`src/sv/stbc_pkg.sv`:
```
`timescale 1ns / 1ps
// ----------------------------------------------------------------------------
// stbc_pkg
// Types and constants shared by the skinned triangle bone cull block.
// ----------------------------------------------------------------------------
package stbc_pkg;

  localparam int VERT_W    = 16;
  localparam int BONE_W    = 8;
  localparam int SLOTS     = 4;
  localparam int NUM_BONES = 256;
  localparam int NUM_VERTS = 65536;
  localparam int COUNT_W   = 20;

  localparam logic [COUNT_W-1:0] COUNT_TOP  = COUNT_W'(786432);
  localparam logic [COUNT_W-1:0] COUNT_STEP = COUNT_W'(3);

  typedef enum logic [1:0] {
    OP_EXCL   = 2'd0,
    OP_SKIN   = 2'd1,
    OP_BEGIN  = 2'd2,
    OP_FILTER = 2'd3
  } stbc_op_t;

  // One skin table entry: four bone indices and their live flags.
  typedef struct packed {
    logic [SLOTS-1:0][BONE_W-1:0] bone;
    logic [SLOTS-1:0]             live;
  } skin_entry_t;

endpackage

```
`src/sv/stbc_corner_check.sv`:
```
`timescale 1ns / 1ps
// ----------------------------------------------------------------------------
// stbc_corner_check
// Tests the four slots of one skin entry against the excluded-bone bitmap.
// ----------------------------------------------------------------------------
module stbc_corner_check
  import stbc_pkg::*;
(
  input  skin_entry_t            entry,
  input  logic [NUM_BONES-1:0]   excl_map,
  output logic                   hit
);

  always_comb begin
    hit = 1'b0;
    for (int s = 0; s < SLOTS; s++) begin
      hit = hit | (entry.live[s] & excl_map[entry.bone[s]]);
    end
  end

endmodule

```
`config.mk`:
```
export PLATFORM = sky130hd
export DESIGN_NAME = stbc_corner_check
export DESIGN_NICKNAME = d
export VERILOG_FILES = /design/src/sv/stbc_pkg.sv /design/src/sv/stbc_corner_check.sv
export SDC_FILE = /design/constraint.sdc
export NUM_CORES = 1
export LEC_CHECK = 0
export BUFFER_PORTS_ARGS = -buffer_cell sky130_fd_sc_hd__buf_2
export CAP_MARGIN = 20
export CORE_UTILIZATION = 40
export DETAILED_ROUTE_END_ITERATION = 16
export GPL_ROUTABILITY_DRIVEN = 0
export PLACE_DENSITY = 0.79
export SYNTH_ARGS = -nofsm -noshare
export SYNTH_HDL_FRONTEND = slang
export SYNTH_SLANG_ARGS = --single-unit
```
`constraint.sdc`:
```
create_clock -name vclk -period 4
set_input_delay 0.8 -clock vclk [all_inputs]
set_output_delay 0.8 -clock vclk [all_outputs]
set_load 0.005 [all_outputs]
```
# Word level (Yosys, flattened, before mapping)
# Index checks and enable logic that the tools add are counted.
# W data, S select, Z words.
# word_totals
regBits	0
word_cells	19
# op_classes
magnitude_cmp	4
muxes	8
bitwise_logic	7
# ops
operator	n
$lt A8 B9 Y1 const B	4
$bmux W1 S8	4
$and A1 B1 Y1	4
$mux W1	4
$or A1 B1 Y1	3

# Logic depth before layout (Yosys ltp)
# logic_depth
depth_word	6
depth_mapped	12

# Least setup slack after synthesis
# No wires, ideal clock.
# synth_path
path_type	input -> output
startpoint	in entry[28] (netlist name)
endpoint	out hit
arrival_time_ps	3367
t_required_ps	3200
setup_slack_ps	-167
cell_stages	11
path_buffers	4
cell_sequence	buf_2 buf_4 buf_2 buf_2 mux2i_1 o221ai_1 o22ai_1 nor3_1 a2111oi_0 nor4_1 or4_1
# synth_between
elab_chain_len	4
# synth_lines
element	line_no	source
from (decl)	stbc_corner_check.sv:9	input skin_entry_t entry,
$bmux W1 S8	stbc_corner_check.sv:17	hit = hit | (entry.live[s] & excl_map[entry.bone[s]]);
$mux W1 (implied by the code)	stbc_corner_check.sv:17	
$and A1 B1 Y1	stbc_corner_check.sv:17	
$or A1 B1 Y1	stbc_corner_check.sv:17	
to (decl)	stbc_corner_check.sv:11	output logic hit
# Every way passes these cells. The select of a mux whose other input is x is not followed.

# Worst setup path in the final report
# layout_path
startpoint	in entry[29] (netlist name)
endpoint	out hit
# The elaborated chain is that of the path after synthesis.

==> flow_summary.json <==
{
  "comb_power_share_pct": 100.0,
  "min_path_cells": 5,
  "drt_pre_antenna_iters": 6,
  "min_period_over_period_pct": 110,
  "p_seq_share_pct": 0,
  "port-buffer-count": 293,
  "status": "finished with violations",
  "design.core.area_sq_mm": 0.0212,
  "ioPinCount": 293,
  "syn_avg_cell_area_sq_um": 10.2,
  "fin_ws_ns": -0.381,
  "fin_util_pct": 57.5,
  "antenna_left": 0,
  "drt_iter0_markers": 1634,
  "cpPeakStageDelay_ns": 0.53,
  "crit_type": "in2out",
  "swShare_pct": 49.7,
  "ys_seq_area_share_pct": 0,
  "slew-limit-headroom_pct": 45.5,
  "syn_inst": 855,
  "netlist.area_leader.share_pct": 43.9,
  "placed_cells": 1519,
  "seq_area_sq_um": 0,
  "failed_checks": "setup timing",
  "grt_pass1_wl_microns": 64700,
  "fillers": 1801,
  "die_area_sq_mm": 0.0224,
  "grt_pass1_vias": 11500,
  "max_cap_violations": 0,
  "netlist_top_cells_area": "mux4_2, mux2i_1, o221ai_1",
  "fmax_mhz": 228,
  "ys_types": 57,
  "cp_max_fo": 9,
  "crit_chain": "buf_2 > buf_12 > mux4_2 > mux2i_1 > buf_4 > o22ai_1 > a2111oi_1 > a311o_1 > o21ai_0 > or4_4 > buf_6",
  "yosysTopAreaCell": "mux4_2",
  "totalWireLength_microns": 43400,
  "syn_to_final_growth_pct": 39.9,
  "min_period_ns": 4.38,
  "synth_nets": 1147,
  "switchingPower_uw": 776,
  "hold_path_end": "hit",
  "antenna_found_initial": 13,
  "rsz0062_at_grt": "true",
  "finalNonFillerCells": 1532,
  "fin_nets": 1545,
  "p_leak_uw": 0.00521,
  "hold_violations": 0,
  "hold_path_class": "in2out",
  "yosysMostFrequentCell": "mux2i_1",
  "drc": 0,
  "p_per_area_mw_per_mm2": 128,
  "slowest_stage": "or4_4",
  "synth_common_cells": "mux2i_1, mux4_2, o221ai_1, nand2_1, a21oi_1",
  "dp_slack_ns": -0.492,
  "dp_hpwl_microns": 34600,
  "post_drt_wl_per_cell_microns": 28.3,
  "grt_overflow": 0,
  "p_int_uw": 785,
  "viasPerCell": 7.41,
  "vias": 11400,
  "numSequentialCells": 0,
  "fp.dieH_microns": 150,
  "clockPowerShare_pct": 0,
  "gr-usage-all-layers_pct": 38.1,
  "maxSlewViolCount": 0,
  "holdWs_ns": 2.15,
  "rows": 53,
  "arrival_ns": 3.58,
  "ir_worst_vdd_uv": 50.7,
  "crit_path_end_kind": "output pin",
  "die_width_microns": 150,
  "syn_area_sq_mm": 0.00873,
  "clock_buffers": 0,
  "layout-drive-gt1-share_pct": 55.6,
  "grt_max_degree": 25,
  "critical_path_required_ns": 3.20,
  "hp-start": "entry[17]",
  "multi_input_comb_area_sq_mm": 0.00829,
  "initial_core_util_pct": 41.1,
  "setup-violations-final": 1,
  "finalPower_uw": 1560,
  "tightestPinTransition_ns": 0.810,
  "startpoint_type": "primary input",
  "ys_warn_count": 0
}
==> layout by cell type (no fill, tap or decap), types with 13 or more instances in the layout <==
cell / instances
nand2_1: 53
nor3_1: 16
a211oi_1: 13
nor2_1: 20
o22ai_1: 37
buf_4: 164
o221ai_1: 83
inv_1: 15
mux4_2: 171
a21oi_1: 42
buf_12: 30
buf_2: 288
mux2i_1: 174
==> worst max-delay path: cells and delay by family <==
kind                   cells  cell delay, ns
AOI/OAI and AO/OA          4            0.82
muxes                      2            0.62
and+or+nand+nor            1            0.53
buffers and inverters      4            0.81
==> cell type report <==
cell class	count	share of cell area, %
multi-input cells	736	67.9
diodes	6	0.123
inverters	19	0.584
repair buffers	496	28.6
well taps	275	2.82
==> stage by stage <==
| stage | setup TNS [ns] | instance area (sq um) |
|---|---|---|
| 2_1_floorplan | 0 | 8750 |
| 3_3_place_gp | -0.484 | 11900 |
| 3_5_place_dp | -0.492 | 11900 |
| 4_1_cts | -0.322 | 12100 |
| 5_1_grt | -0.364 | 12200 |
| 6_report | -0.381 | 12200 |
==> routing by layer <==
layer  wire, microns  vias to the layer above  share of wire (%)  GRT usage (%)
li1                -                     4594                  -              -
met5             103                        -               0.24              0
met3            6840                      308                 16           13.1
met1           14100                     5307                 32           45.4
met2           19200                     1129                 44           58.9
met4            3220                       16                7.4           23.5
==> power by group through the flow <==
| stage | clock (uW) | sequential [uW] | combinational (uW) |
|---|---|---|---|
| floorplan | 0 | 0 | 809 |
| global placement | 0 | 0 | 1410 |
| detailed placement | 0 | 0 | 1440 |
| CTS | 0 | 0 | 1480 |
| global route | 0 | 0 | 1620 |
| finish | 0.000201 | 0 | 1560 |
==> worst max path at each step <==
stage              start   to  slack, ns  cells after the start
2_1_floorplan  entry[28]  hit     0.0007                     11
3_3_place_gp    entry[4]  hit      -0.48                     11
3_5_place_dp    entry[4]  hit      -0.49                     11
4_1_cts        entry[20]  hit      -0.32                      9
5_1_grt        entry[13]  hit      -0.36                     11
6_report       entry[29]  hit      -0.38                     11
==> timing repair <==
action,CTS,global route
setup endpoints to repair,1,1
resized for setup,24,32
pin swaps,2,2
hold endpoints to repair,0,0
setup buffers,5,0
hold buffers,0,0
gates cloned,2,0
==> kinds of logic (layout without fill, tap and decap cells) <==
kind of cell           Yosys count  after routing  share of synthesized area, %
and+or+nand+nor                142            142                          7.83
buffers and inverters          119            515                          6.49
other                            0              6                             0
AOI/OAI and AO/OA              242            242                          20.7
muxes                          352            352                          65.0
(Power assumes the default switching activity.)
